<file path="src/hdl/mavg_pkg.sv">
`default_nettype none
// ----------------------------------------------------------------------------
// mavg_pkg
// Shared types, sizes and helpers for the moving average block: request and
// result payloads, controller commands and status, and the window size clamp.
// ----------------------------------------------------------------------------
package mavg_pkg;

  // Largest window the sample ring can hold.
  localparam int MAX_WINDOW = 256;

  // Width of the window size register.
  localparam int WIN_W  = 9;
  // Ring index, and counters that must be able to hold MAX_WINDOW itself.
  localparam int IDX_W  = $clog2(MAX_WINDOW);
  localparam int CNT_W  = $clog2(MAX_WINDOW + 1);
  // Running sum of up to MAX_WINDOW signed 32-bit samples.
  localparam int SUM_W  = 32 + IDX_W;
  // The divider retires one quotient bit per cycle.
  localparam int DIV_STEPS = SUM_W;
  localparam int STEP_W = $clog2(DIV_STEPS + 1);
  // One ring entry: present flag over the 32-bit sample.
  localparam int ENTRY_W = 33;

  typedef struct packed {
    logic signed [31:0] sample_value;
    logic               sample_valid;
    logic               last_of_series;
  } in_t;

  typedef struct packed {
    logic signed [31:0] average;
    logic               average_valid;
    logic               last_out;
  } out_t;

  // Commands from the controller to the datapath.
  typedef struct packed {
    logic capture;    // take the request and read the ring slot
    logic update;     // evict, store the sample, update sum and counts
    logic div_start;  // load the divider from the running sum
    logic div_step;   // one quotient bit
    logic load_out;   // move the result into the output register
  } cmd_t;

  // Status from the datapath to the controller.
  typedef struct packed {
    logic div_last;   // the step under way is the final one
    logic out_busy;   // output register cannot take a new result this cycle
  } sts_t;

  // Effective window: zero counts as one, large values saturate.
  function automatic logic [CNT_W-1:0] eff_window(input logic [WIN_W-1:0] ws);
    logic [CNT_W-1:0] w;
    if (ws == '0) begin
      w = CNT_W'(1);
    end else if (32'(ws) > 32'(MAX_WINDOW)) begin
      w = CNT_W'(MAX_WINDOW);
    end else begin
      w = CNT_W'(ws);
    end
    return w;
  endfunction

endpackage
`default_nettype wire

</file>
<file path="src/hdl/mavg_ctrl.sv">
`default_nettype none
// ----------------------------------------------------------------------------
// mavg_ctrl
// Controller: sequences one request through capture, ring update, divider
// load, the bit-serial division and the hand-over to the output register.
// ----------------------------------------------------------------------------
module mavg_ctrl (
  input  wire            clk,
  input  wire            rst,
  input  wire            in_valid,
  output logic           in_ready,
  input  mavg_pkg::sts_t sts,
  output mavg_pkg::cmd_t cmd
);

  import mavg_pkg::*;

  typedef enum logic [2:0] {
    S_IDLE,
    S_UPDATE,
    S_LOAD,
    S_DIVIDE,
    S_DONE
  } state_t;

  state_t state;

  // A new request is taken only between items, and never during reset.
  assign in_ready = (state == S_IDLE) && !rst;

  // Commands decode from the current state.
  always_comb begin
    cmd = '0;
    case (state)
      S_IDLE:   cmd.capture   = in_valid;
      S_UPDATE: cmd.update    = 1'b1;
      S_LOAD:   cmd.div_start = 1'b1;
      S_DIVIDE: cmd.div_step  = 1'b1;
      S_DONE:   cmd.load_out  = !sts.out_busy;
      default:  cmd = '0;
    endcase
  end

  // State register.
  always_ff @(posedge clk) begin
    if (rst) begin
      state <= S_IDLE;
    end else begin
      case (state)
        S_IDLE: begin
          if (in_valid) begin
            state <= S_UPDATE;
          end
        end
        S_UPDATE: state <= S_LOAD;
        S_LOAD:   state <= S_DIVIDE;
        S_DIVIDE: begin
          if (sts.div_last) begin
            state <= S_DONE;
          end
        end
        S_DONE: begin
          if (!sts.out_busy) begin
            state <= S_IDLE;
          end
        end
        default: state <= S_IDLE;
      endcase
    end
  end

endmodule
`default_nettype wire

</file>
<file path="config.mk">
export PLATFORM = sky130hd
export DESIGN_NAME = mavg_ctrl
export DESIGN_NICKNAME = d
export VERILOG_FILES = /design/src/hdl/mavg_pkg.sv /design/src/hdl/mavg_ctrl.sv
export SDC_FILE = /design/constraint.sdc
export NUM_CORES = 1
export LEC_CHECK = 0
export BUFFER_PORTS_ARGS = -buffer_cell sky130_fd_sc_hd__buf_2
export CORE_AREA = 3 3 40 42
export CTS_CLUSTER_SIZE = 25
export DETAILED_ROUTE_END_ITERATION = 12
export DIE_AREA = 0 0 43 45
export HOLD_SLACK_MARGIN = 0.08
export PLACE_DENSITY = 0.35
export SYNTH_ARGS = -nofsm -noshare
export SYNTH_HDL_FRONTEND = slang
export SYNTH_SLANG_ARGS = --single-unit
</file>
<file path="constraint.sdc">
create_clock -name clk -period 1.75 [get_ports clk]
set_input_delay 0.2625 -clock clk [delete_from_list [all_inputs] [get_ports clk]]
set_output_delay 0.2625 -clock clk [all_outputs]
set_load 0.05 [all_outputs]
</file>
==> impl_results.md, run 1 <==
- Crit path max-delay cell type: dfxtp_1
- Post-DP HPWL: 368.4 microns
- Slew Viols, Final: 0
- Worst Path Required: 1.49 ns
- Max reg flops: 3
- Ys Warns: 0
- Final #Nets: 38
- Min-delay src: rst
- FP Rows: 13
- P per Cell Area: 962.8 nW/um^2
- Initial Utilization: 15.29%
- R2R cell count: 2
- Worst hold path endpoint: state[0]
- Max layer used: met3
- Status: finished, final reports clean
- WL met3: 53 microns
- Hold Buf Count CTS: 0
- Detailed Route WL: 492 microns
- Die area: 1935 sq um
- Final hold slack: 0.2614 ns
- Top Registers: state: 3 flops
- Fmax: around 620 MHz
- Synth unique cells: 16
- Number of antenna cells inserted: 0
- Number of fill cells: 150
- Syn Inst Count: 21
- Largest net degree at the start of global routing: 12
- R2r setup slk: 0.66 ns
- R2R Path End: state[0]
- Port Buffers: 10
- Overall power: 0.0002867 W
- Placer Congestion: 0.6682
- DR vias: 201
- Period utilisation layout: 91.80%
- Leakage power: 0.1333 nW
- Synth Cell Area: 196.4 sq um
- PostCTS Resize Cnt: 0
- H-tree Lvls: 1
- CP top delay family: flip-flops
- Area grow syn2layout: 51.59%
- Critical path cell sequence: nor4b_2, buf_2
- Initial DRC count: 3
- Maximum fanout along the worst path: 10
- Fin worst setup slack: 0.1435 ns
- Wire per inst: roughly 10 microns
- Core Box Area: roughly 1300 sq um
- Buf/Inv on CP: 1
- CTS root buf: clkbuf_4
- Net Count, Synth: 26
- Worst Tran Pin Value: 0.4007 ns
- Worst hold-check path type: primary input to flop
- Pre-CTS setup slack: 0.3968 ns
- Total gr overflow: 0
- Crit path kind: flop to primary output
- Met2 wire len: 206 microns
- MaxCap Viol Count: 0
- Share of layout cells above drive strength 1: between 60% and 70%
- Setup tns final: 0 ns
- Chip Height: 45 microns
- Clock sinks: 3
- Largest Register: state
- Worst Setup End Kind: primary output
- Antenna Nets Post-Route: 0
- Avg Inst Size Synth: between 9 and 10 sq um
- GRT Util Overall: 5.990%
- Post-CTS Setup Repair Bufs: 0
- RSZ-0062 raised after global routing: no
- M1 WL: 232 microns
- Cell area after layout: roughly 300 sq um
- First-pass GRT wire length: 779 microns
- Final setup vio count: 0
- Worst-path clk slew: 0.04 ns
- Max stage delay on crit path: between 0.5 and 0.6 ns
- Yosys reg bits: 3
- CTS buffer count: 3
- Fin. Hold Viols: 0
- Io pins: 11
- Relative slew slack: 73.25%
- Worst r2r src: state[1]
- Initial antenna violation count: 0
- Drt drc: 0
- Die Wd: 43 microns
- Clock latency on the worst-skew pair: 0.23 ns
- Register area share after synthesis: 30.57%
- Hold Crit Depth: 2
- CTS tree: done
- Vias in the first global route: 180
- Max rail drop VDD: 0.0002268 V
- Drt first pass iters: 2
- Vias per inst: 4.277
- Worst setup SP type: flop
- Crit path arrival time: 1.34 ns
- Setup Skew: 0.002439 ns
- Clock Path Buffers: 2
- Placed inst area: 271.5 sq um
- Tmin final: between 1.5 and 2 ns
-- metrics by stage --
| stage | util (%) | cells |
|---|---|---|
| final | 23.17 | 47 |
| after CTS | 23.17 | 47 |
| after global routing | 23.17 | 47 |
| after global placement | 21.13 | 43 |
| after floorplan | - | 21 |
| after detailed placement | 21.13 | 43 |
-- worst max-delay path by stage --
stage / slack (ns) / depth (start not counted) / endpoint / from
2_1_floorplan: 0.07 / 2 / cmd[0] / state[2]
3_3_place_gp: 0.43 / 2 / cmd[0] / state[2]
3_5_place_dp: 0.40 / 2 / cmd[0] / state[2]
4_1_cts: 0.14 / 2 / cmd[0] / state[2]
5_1_grt: 0.04 / 2 / cmd[0] / state[2]
6_report: 0.14 / 2 / cmd[0] / state[2]
-- metal layers --
metal / vias up / GRT usage, %
met4: 0 / 3.614
met3: 0 / 4.781
met1: 89 / 6.250
met5: - / 0
li1: 102 / -
met2: 10 / 8.383
-- final cells by class --
type	instances	area (sq um)	share of cell area, %
well taps	15	18.77	6.303
flip-flops and latches	3	60.06	20.17
repair buffers	10	50.05	16.81
clock buffers	4	26.28	8.824
multi-input cells	15	142.6	47.90
-- cells by family (layout without fill, tap and decap cells) --
group / count (synthesis) / in the layout / synth area share [%]
AO/OA/AOI/OAI: 3 / 3 / 14.01
buffers and inverters: 3 / 14 / 10.83
flip-flops: 3 / 3 / 30.57
AND/OR/NAND/NOR: 12 / 12 / 44.58
-- cell usage after synthesis --
master     n  area (sq um)
dfxtp_1    3         60.06
buf_2      2         10.01
nor3b_1    2         15.01
nor4_1     2         12.51
a211oi_2   1         12.51
a21bo_1    1         10.01
a21oi_1    1         5.000
and3_1     1         6.260
and3b_2    1         10.01
buf_6      1         11.26
nand2b_1   1         6.260
nand4b_1   1         8.760
nand4bb_1  1         11.26
nor2_1     1         3.750
nor3_1     1         5.000
nor4b_1    1         8.760
-- where the power goes --
group | switching, W | total, W | internal [W]
clock | 0.0000344 | 0.000120 | 0.0000853
sequential | 0.0000146 | 0.0000883 | 0.0000738
combinational | 0.0000525 | 0.0000787 | 0.0000261
total | 0.000101 | 0.000287 | 0.000185
-- placed cells by master (no fill, tap or decap), drive strengths merged --
cell,count
buf,10
a211oi,1
clkbuf,4
nor4b,1
nand2b,1
nor3b,2
nand4b,1
dfxtp,3
a21bo,1
nor2,1
and3b,1
and3,1
a21oi,1
nor4,2
nor3,1
nand4bb,1
Power figures use the tool's default switching activity.
==> inputs of run 2 (changes only) <==
Settings changed: PLACE_DENSITY 0.35 to 0.44.
Clock period 1.75 ns to 1.6 ns, I/O delays scaled along.
==> run 2 against run 1 <==
First-iteration DRC count shrank 33%. Global-route usage rose by 0.33 points. Sequential cell count stayed put. Non-clock buffer count stayed put. Hold slack lost 0.038 ns. Critical endpoint is now cmd[3]. Largest power group unchanged.
==> impl_results.md, run 2 (same netlist as run 1, synthesis figures left out) <==
- Worst r2r src: state[1]
- Top Registers: state: 3 flops
- Pre-CTS setup slack: 0.2847 ns (-0.1122 ns)
- Final #Nets: 38 (unchanged)
- Area grow syn2layout: 52.87%
- Hold Crit Depth: 2 (unchanged)
- Fmax: 672.7 MHz
- Status: finished, final reports clean
- Worst Path Required: 1.36 ns (-0.13 ns)
- Drt drc: 0 (unchanged)
- Max rail drop VDD: 0.0002805 V (+24%)
- Share of layout cells above drive strength 1: 68.75% (+6.3 points)
- Core Box Area: 1285 sq um (unchanged)
- R2R cell count: 2 (unchanged)
- Critical path cell sequence: nor3b_2, buf_2
- Clock Path Buffers: 2 (unchanged)
- Wire per inst: 9.787 microns (-6.5%)
- Leakage power: 0.1341 nW (+0.63%)
- Die Wd: 43 microns (unchanged)
- Largest Register: state
- Total gr overflow: 0 (unchanged)
- Setup Skew: 0.003882 ns (+0.001444 ns)
- Worst Tran Pin Value: 0.3519 ns (-0.04878 ns)
- Final hold slack: 0.2233 ns (-0.03805 ns)
- R2R Path End: state[0]
- Final setup vio count: 0 (unchanged)
- Most frequent cells in the layout: buf_2, clkbuf_4, nor3b_2, dfxtp_2
- Initial Utilization: 15.29% (unchanged)
- Relative slew slack: 76.50% (+3.3 points)
- GRT Util Overall: 6.323% (+0.33 points)
- MaxCap Viol Count: 0 (unchanged)
- Worst setup SP type: flop
- Post-DP HPWL: 355.4 microns (-3.5%)
- Post-CTS Setup Repair Bufs: 0 (unchanged)
- Min-delay src: rst
- Fin. Hold Viols: 0 (unchanged)
- Period utilisation layout: 92.91%
- Die area: 1935 sq um (unchanged)
- Initial DRC count: 2 (-1)
- First-pass GRT wire length: 862 microns (+11%)
- Tmin final: between 1 and 1.5 ns
- Number of antenna cells inserted: 0 (unchanged)
- CTS tree: done
- Vias per inst: 4.106 (-4.0%)
- FP Rows: 13 (unchanged)
- Vias in the first global route: 204 (+13%)
- Clock sinks: 3 (unchanged)
- Crit path arrival time: 1.25 ns (-0.09 ns)
- CTS buffer count: 3 (unchanged)
- Port Buffers: 10 (unchanged)
- Placer Congestion: 0.7569 (+13%)
- Worst Setup End Kind: primary output
- Placed inst area: 271.5 sq um (unchanged)
- Slew Viols, Final: 0 (unchanged)
- Clock latency on the worst-skew pair: 0.23 ns (about the same)
- Drt first pass iters: 3 (+1)
- CTS root buf: clkbuf_4
- Maximum fanout along the worst path: 11 (+1)
- Cell area after layout: 300.3 sq um (+0.84%)
- Detailed Route WL: 460 microns (-6.5%)
- Worst hold path endpoint: state[2]
- DR vias: 193 (-4.0%)
- Max stage delay on crit path: 0.52 ns (-0.03 ns)
- H-tree Lvls: 1 (unchanged)
- Chip Height: 45 microns (unchanged)
- RSZ-0062 raised after global routing: no
- PostCTS Resize Cnt: 0 (unchanged)
- Crit path kind: flop to primary output
- Worst hold-check path type: primary input to flop
- Crit path max-delay cell type: dfxtp_1
- Worst-path clk slew: 0.04 ns (about the same)
- Initial antenna violation count: 0 (unchanged)
- Max reg flops: 3 (unchanged)
- Commonest non-fill, non-tap cell in the layout: buf_2
- Antenna Nets Post-Route: 0 (unchanged)
- Largest net degree at the start of global routing: 12 (unchanged)
- P per Cell Area: 1054 nW/um^2 (+9.4%)
- Io pins: 11 (unchanged)
- Hold Buf Count CTS: 0 (unchanged)
- R2r setup slk: 0.65 ns (about the same)
- Fin worst setup slack: 0.1134 ns (-0.03009 ns)
==> run 2: cell counts in the layout (fill, tap and decap cells not counted) <==
Identical to the previous run, type by type.
==> run 2: worst max-delay path by stage <==
stage                         from  endpoint  slack (ns)  cells after the start
after floorplan           state[2]    cmd[0]       -0.05                      2
after global placement    state[2]    cmd[0]        0.30                      2
after detailed placement  state[2]    cmd[0]        0.28                      2
after CTS                 state[2]    cmd[0]        0.03                      2
after global routing      state[0]    cmd[1]        0.02                      2
final                     state[0]    cmd[3]        0.11                      2
==> run 2: final cells by class <==
cell class | instances | area [sq um]
clock buffers | 4 | 26.28
multi-input cells | 15 | 142.6
fillers | 149 | 984.7
well taps | 15 | 18.77
flip-flops and latches | 3 | 62.56
repair buffers | 10 | 50.05
==> run 2: where the power goes <==
group	switching (W)	internal [W]
clock	0.0000406	0.0000936
sequential	0.0000155	0.0000813
combinational	0.0000568	0.0000286
total	0.000113	0.000203
==> run 2: through the flow <==
step	power (W)	TNS [ns]	utilization, %	instances
after floorplan	0.0001685	-0.1025	-	21
after global placement	0.0001832	0	21.13	43
after detailed placement	0.0001836	0	21.13	43
after CTS	0.0003255	0	23.17	47
after global routing	0.0003376	0	23.37	47
final	0.0003164	0	23.37	47
==> run 2: layer usage <==
metal  wire, microns  part of all wire (%)  vias to the layer above  track usage [%]
met4               0                     0                        0            7.229
li1                -                     -                      101                -
met3              50                    11                        0            3.984
met2             178                    39                       12            6.587
met5               0                     0                        -                0
met1             232                    50                       80            7.692
==> run 2: critical path: cells and delay by family, from the launching register on <==
kind                   cells  cell delay (ns)
flip-flops                 1             0.52
buffers and inverters      1             0.28
AND/OR/NAND/NOR            1             0.22
